<file path="config.mk">
export PLATFORM = sky130hd
export DESIGN_NAME = color_filter_pulse_sequencer
export DESIGN_NICKNAME = d
export VERILOG_FILES = /design/src/sv/cfps_pkg.sv /design/src/sv/color_filter_pulse_sequencer.sv
export SDC_FILE = /design/constraint.sdc
export NUM_CORES = 1
export LEC_CHECK = 0
export BUFFER_PORTS_ARGS = -buffer_cell sky130_fd_sc_hd__buf_2
export CORE_MARGIN = 1
export CORE_UTILIZATION = 28
export DETAILED_ROUTE_END_ITERATION = 7
export RECOVER_POWER = 50
export SLEW_MARGIN = 20
export SYNTH_ARGS = -nofsm -noshare
export SYNTH_HDL_FRONTEND = slang
export SYNTH_SLANG_ARGS = --single-unit
</file>
<file path="constraint.sdc">
create_clock -name clk -period 4.57 [get_ports clk]
set_input_delay 1.371 -clock clk [delete_from_list [all_inputs] [get_ports clk]]
set_output_delay 1.371 -clock clk [all_outputs]
set_load 0.01 [all_outputs]
</file>
<file path="src/sv/cfps_pkg.sv">
// Shared types and constants for the color filter pulse sequencer.
package cfps_pkg;

  localparam int CountWidthDefault = 16;
  localparam int CfgDataWidth      = 16;
  localparam int CfgAddrWidth      = 1;
  localparam int TickWidth         = 16;
  localparam int PulseWidth        = 16;

  // Configuration register indexes
  localparam logic [CfgAddrWidth-1:0] CFG_SETTLE_IDX = 1'd0;
  localparam logic [CfgAddrWidth-1:0] CFG_WINDOW_IDX = 1'd1;

  localparam logic [TickWidth-1:0] SETTLE_RESET = 16'd2000;
  localparam logic [TickWidth-1:0] WINDOW_RESET = 16'd10000;

  // Filter codes
  localparam logic [1:0] FILTER_CLEAR = 2'd0;
  localparam logic [1:0] FILTER_BLUE  = 2'd3;

  typedef struct packed {
    logic start_req;
    logic sensor_level;
  } in_word_t;

  typedef struct packed {
    logic                  select_s2;
    logic                  select_s3;
    logic                  busy_res;
    logic                  count_valid;
    logic [1:0]            channel;
    logic [PulseWidth-1:0] pulse_count;
    logic                  last;
  } out_word_t;

endpackage

</file>
<file path="src/sv/color_filter_pulse_sequencer.sv">
// Color filter pulse sequencer: filter stepping, settle wait and edge counting.
//
//   channel | handshake          | word
//   --------+--------------------+-------------------------------------------
//   in      | in_valid/in_ready  | in_word_t: start request, sensor level
//   out     | out_valid/out_ready| out_word_t: selects, busy, count result
//   cfg     | cfg_we             | cfg_addr selects settle or window ticks
//
// One input word per cycle while in_ready is high; each accepted word yields one
// output word in the following cycle, from the single output register.
// in_ready is high whenever the output register is empty or being drained,
// so a stalled consumer stalls the input only while a word is waiting.
// Reset (synchronous, rst_n low) returns to idle with the clear filter
// selected and the config registers at 2000 settle / 10000 window ticks.
module color_filter_pulse_sequencer #(
  parameter int COUNT_WIDTH = cfps_pkg::CountWidthDefault
) (
  input  logic                                  clk,
  input  logic                                  rst_n,
  input  logic                                  in_valid,
  output logic                                  in_ready,
  input  cfps_pkg::in_word_t                    in_data,
  output logic                                  out_valid,
  input  logic                                  out_ready,
  output cfps_pkg::out_word_t                   out_word,
  input  logic                                  cfg_we,
  input  logic [cfps_pkg::CfgAddrWidth-1:0]     cfg_addr,
  input  logic [cfps_pkg::CfgDataWidth-1:0]     cfg_wdata
);
  import cfps_pkg::*;

  // Edge total saturates at the counter max, never beyond 16 bits.
  localparam int EdgeW = (COUNT_WIDTH < PulseWidth) ? COUNT_WIDTH : PulseWidth;

  typedef enum logic [1:0] {
    PH_IDLE,
    PH_SETTLE,
    PH_REF,
    PH_COUNT
  } phase_t;

  phase_t                 phase_r, phase_nxt;
  logic [1:0]             filter_r, filter_nxt;
  logic [TickWidth-1:0]   tick_r, tick_nxt;
  logic [EdgeW-1:0]       edge_r, edge_nxt;
  logic                   prev_r, prev_nxt;
  logic [TickWidth-1:0]   settle_r;
  logic [TickWidth-1:0]   window_r;
  logic                   out_valid_r;
  out_word_t              out_word_r, out_word_nxt;

  logic                   in_fire;
  logic                   take_ref;
  logic [TickWidth-1:0]   tick_inc;
  logic                   win_done;

  assign in_ready  = !out_valid_r || out_ready;
  assign in_fire   = in_valid && in_ready;
  assign out_valid = out_valid_r;
  assign out_word  = out_word_r;

  // Saturating tick advance used by the counting window.
  assign tick_inc = (tick_r == '1) ? tick_r : tick_r + 16'd1;
  assign win_done = tick_inc >= window_r;

  always_comb begin
    phase_nxt    = phase_r;
    filter_nxt   = filter_r;
    tick_nxt     = tick_r;
    edge_nxt     = edge_r;
    prev_nxt     = prev_r;
    take_ref     = 1'b0;
    out_word_nxt = '0;

    unique case (phase_r)
      PH_IDLE: begin
        if (in_data.start_req) begin
          filter_nxt = FILTER_CLEAR;
          tick_nxt   = '0;
          phase_nxt  = PH_SETTLE;
        end
      end
      PH_SETTLE: begin
        if (tick_r < settle_r) begin
          tick_nxt = tick_r + 16'd1;
        end else begin
          // settle done: reference sample taken on this same tick
          take_ref = 1'b1;
        end
      end
      PH_REF: begin
        take_ref = 1'b1;
      end
      PH_COUNT: begin
        if (in_data.sensor_level && !prev_r && (edge_r != '1)) begin
          edge_nxt = edge_r + EdgeW'(1);
        end
        prev_nxt = in_data.sensor_level;
        tick_nxt = tick_inc;
        if (win_done) begin
          out_word_nxt.count_valid = 1'b1;
          out_word_nxt.channel     = filter_r;
          out_word_nxt.pulse_count = PulseWidth'(edge_nxt);
          out_word_nxt.last        = (filter_r == FILTER_BLUE);
          tick_nxt                 = '0;
          if (filter_r == FILTER_BLUE) begin
            filter_nxt = FILTER_CLEAR;
            phase_nxt  = PH_IDLE;
          end else begin
            filter_nxt = filter_r + 2'd1;
            phase_nxt  = PH_SETTLE;
          end
        end
      end
      default: phase_nxt = PH_IDLE;
    endcase

    if (take_ref) begin
      prev_nxt  = in_data.sensor_level;
      tick_nxt  = '0;
      edge_nxt  = '0;
      phase_nxt = PH_COUNT;
    end

    // S2 high for green/blue, S3 high for clear/green
    out_word_nxt.select_s2 = filter_nxt[1];
    out_word_nxt.select_s3 = ~filter_nxt[0];
    out_word_nxt.busy_res  = (phase_nxt != PH_IDLE);
  end

  always_ff @(posedge clk) begin
    if (!rst_n) begin
      phase_r     <= PH_IDLE;
      filter_r    <= FILTER_CLEAR;
      tick_r      <= '0;
      edge_r      <= '0;
      prev_r      <= 1'b0;
      out_valid_r <= 1'b0;
    end else begin
      if (in_fire) begin
        phase_r     <= phase_nxt;
        filter_r    <= filter_nxt;
        tick_r      <= tick_nxt;
        edge_r      <= edge_nxt;
        prev_r      <= prev_nxt;
        out_valid_r <= 1'b1;
      end else if (out_ready) begin
        out_valid_r <= 1'b0;
      end
    end
  end

  // Output payload, no reset needed
  always_ff @(posedge clk) begin
    if (in_fire) begin
      out_word_r <= out_word_nxt;
    end
  end

  // Config registers
  always_ff @(posedge clk) begin
    if (!rst_n) begin
      settle_r <= SETTLE_RESET;
      window_r <= WINDOW_RESET;
    end else if (cfg_we) begin
      unique case (cfg_addr)
        CFG_SETTLE_IDX: settle_r <= cfg_wdata;
        CFG_WINDOW_IDX: window_r <= cfg_wdata;
        default: ;
      endcase
    end
  end

endmodule

</file>
==> PnR_summary.wiki <==
{| class="wikitable"
! Metric !! Value
|-
| Clock slew at reported path FFs || ~0.070 ns
|-
| Die Area || about 0.02 sq mm
|-
| Violations in the final reports || max-capacitance violations, max-slew violations
|-
| Share of the clock period used by the worst path || 0.912
|-
| Number of hold violations in the final report || 0
|-
| Pin count of the biggest net entering global routing || 34
|-
| Bufs and invs on worst path || 0
|-
| Pre-Repair DR Iteration Count || 5
|-
| TritonCTS Buffers || 9
|-
| Number of flip-flops and latches in the synthesized netlist || 93
|-
| Mean routed wirelength per cell || 15.0 um
|-
| Net Count, Synth || 709
|-
| H-tree level count || 3
|-
| Number of DRC violations after detailed-routing iteration 0 || roughly 370
|-
| Half-perimeter wire length after detailed placement || about 10 mm
|-
| Clock Root Buffer || sky130_fd_sc_hd__clkbuf_16
|-
| Number of cell rows || 50
|-
| Via count || 4,671
|-
| Number of placed I/O pins || around 50
|-
| Post-synthesis cell type count || between 50 and 60
|-
| Setup TNS || 0 ns
|-
| Proportion of synthesized chip area in sequential cells || 0.389
|-
| Die Y || about 140 um
|-
| Initial Utilization || 0.286
|-
| Total routed wirelength || between 10 and 15 mm
|-
| Tightest Pin Transition || 1.69 ns
|-
| Period minus WS final || around 4.2 ns
|-
| Static Leak || between 2 and 2.5 nW
|-
| Antenna diode count || 0
|-
| Cell with the most instances after synthesis || sky130_fd_sc_hd__nand2_1
|-
| Worst-path cell with the longest stage delay || sky130_fd_sc_hd__dfxtp_1
|-
| Multi-input gate area || about 0.003 sq mm
|-
| Result of the run || finished, violations left
|-
| Dominant cell type by area after synthesis || sky130_fd_sc_hd__dfxtp_1
|-
| Largest vdd supply drop || ~0.00019 V
|-
| Crit. End Element || register
|-
| Max Fclk || between 0.2 and 0.25 GHz
|-
| Clock latency of the later-clocked register in the worst-skew pair || 0.35 ns
|-
| Number of antenna violations at the first check in global routing || 0
|-
| Mapped cell area || ~0.0054 sq mm
|-
| Largest delay contributor family on the critical path || simple AND/OR/NAND/NOR gates
|-
| Ys async rst share || 0
|-
| Number of remaining DRC errors || 0
|-
| Worst-path fanout max || 9
|-
| Via/cell ratio || just over 5
|-
| Endpoints failing setup || 0
|-
| Top cells by area, synth || sky130_fd_sc_hd__dfxtp_1 (26%), sky130_fd_sc_hd__edfxtp_1 (13%), sky130_fd_sc_hd__ha_1 (8.9%)
|-
| RSZ-0062 raised after global routing || false
|-
| Rel. slew slack || -0.128
|-
| Filler cell count in the final layout || between 2,000 and 2,500
|-
| Worst-case clock skew || just under 0.01 ns
|-
| Worst hold margin || approximately 0.45 ns
|-
| Category of the most critical setup path || register to register
|-
| ANT nets after route || 0
|-
| Data arrival at the endpoint of the critical path || about 4.5 ns
|-
| Crit path top cell by count || sky130_fd_sc_hd__ha_1
|-
| RePlAce Congestion || about 0.93
|-
| Cell Chain, Critical Path || ha_1 -> and4_1 -> and3_1 -> nand3_1 -> xnor2_1 -> ha_1 -> nand2b_1 -> a2111o_1 -> a32o_1 -> or2_1 -> or3_1 -> a21o_1 -> a21oi_1
|-
| Cells after synthesis || roughly 650
|-
| Area used by sequential logic in the layout || 0.00209 sq mm
|-
| Pwr/cell area || slightly below 300 mW/mm^2
|-
| Leading cell types by count after synthesis || sky130_fd_sc_hd__nand2_1 (98), sky130_fd_sc_hd__dfxtp_1 (70), sky130_fd_sc_hd__a21oi_1 (63), sky130_fd_sc_hd__nor2_1 (43), sky130_fd_sc_hd__inv_1 (42)
|-
| Maximum number of buffers from clock root to sink || 2
|-
| Pins over their slew limit || 34
|-
| Maxcap violations || 1
|-
| Wire length of the first global-routing pass || 23.3 mm
|-
| Area added between synthesis and finish || 13.9%
|-
| Vias in the first global route || about 4,500
|-
| Slowest Stage Delay on Critical Path || 0.50 ns
|-
| Port Buffer Count || 48
|-
| Top flip-flop cell by instance count after synthesis || sky130_fd_sc_hd__dfxtp_1
|-
| Yosys Warn Count || 0
|-
| CP Data Required Time || roughly 4.9 ns
|-
| Grt total ovfl || 0
|-
| Startpoint types || register
|-
| Die Wd || 141 um
|-
| Mean instance size in the synthesized netlist || approximately 8.3 sq um
|-
| Number of flops mapped to enable cells by yosys || 23
|-
| Clock net sink count || 93
|-
| Area share of the largest cell type after synthesis || 0.261
|-
| CTS tree || built
|-
| Final Net Count || 748
|-
| Kind of path behind the tightest hold check || register to register
|-
| Overall fraction of global-route tracks in use || 0.148
|-
| Share of cells above drive strength 1 || 0.0781
|-
| Standard cell core area || roughly 0.019 sq mm
|}
-- area by class of cell --
class | instances | share of cell area
clock buffers | 9 | 0.0368
well taps | 234 | 0.0479
clock inverters | 7 | 0.0119
flip-flops and latches | 93 | 0.342
multi-input cells | 479 | 0.490
inverters | 44 | 0.0270
repair buffers | 59 | 0.0440
-- cell usage in the layout (no fill, tap or decap), drive strengths merged, types with 5 or more instances in the layout --
cell type,count
nand4,14
o211ai,12
nand2,98
o2bb2ai,9
o21ai,27
a2bb2oi,5
inv,44
nor2,43
and2,5
nor4,6
dfxtp,70
o21a,10
nand3,20
nand2b,10
and3,6
xnor2,11
and4,5
clkbuf,40
buf,28
a21oi,63
o22ai,5
edfxtp,23
nor3,16
a21o,13
or3,11
o31ai,6
ha,38
xor2,12
-- report_power, final --
part,switching [mW],total (mW),internal [mW]
combinational,0.110,0.164,0.0541
clock,0.343,0.769,0.426
sequential,0.0116,0.881,0.869
total,0.465,1.81,1.35
-- per-stage QoR --
| stage | worst slack [ns] | std cells | total power, mW | util | cell area, sq um |
|---|---|---|---|---|---|
| floorplan | 0.676 | 647 | 1.00 | - | 5370 |
| global placement | 0.520 | 909 | 1.07 | 0.313 | 5870 |
| detailed placement | 0.364 | 909 | 1.07 | 0.313 | 5870 |
| CTS | 0.355 | 925 | 1.83 | 0.328 | 6160 |
| global route | 0.0812 | 925 | 1.88 | 0.326 | 6120 |
| finish | 0.403 | 925 | 1.81 | 0.326 | 6120 |
-- flip-flops by register name (all words and copies together) (netlist names) --
signal / count
edge_r: 16
out_word: 23
filter_r: 2
phase_r: 2
settle_r: 16
prev_r: 1
tick_r: 16
window_r: 16
out_valid: 1
-- worst reg2reg max path: cells and delay by family (launching register included) --
| family | cells | cell delay [ns] |
|---|---|---|
| AND/OR/NAND/NOR | 6 | 1.72 |
| XOR/XNOR | 1 | 0.19 |
| AO/OA/AOI/OAI | 4 | 1.11 |
| flip-flops | 1 | 0.50 |
| adder cells (fa/ha/maj) | 2 | 0.57 |
-- repair_timing --
action / in CTS / in global routing
resized for setup: 0 / 1
setup endpoints to repair: 0 / 1
buffers inserted: 0 / 0
hold buffers: 0 / 0
-- path summary, 6_finish.rpt --
| path | from | to | slack (ns) | cells after the start |
|---|---|---|---|---|
| hold reg to reg | settle_r[15] | settle_r[15] | 0.45 | 2 |
| hold / removal | settle_r[15] | settle_r[15] | 0.45 | 2 |
| setup / recovery | tick_r[0] | tick_r[3] | 0.40 | 13 |
| setup reg to reg | tick_r[0] | tick_r[3] | 0.40 | 13 |
-- metal layers --
layer / track usage / vias to the layer above / wire length (um)
met5: 0 / - / 0
li1: - / 2384 / -
met1: 0.208 / 2182 / 7160
met3: 0.0253 / 16 / 547
met2: 0.228 / 89 / 5900
met4: 0.0515 / 0 / 239
-- cell families after synthesis --
family          share of synthesized area
compound gates                      0.210
xor+xnor                           0.0375
fa+ha+maj                          0.0885
buf+inv                            0.0531
flops                               0.389
mux                               0.00186
simple gates                        0.220
(Power assumes the default switching activity.)
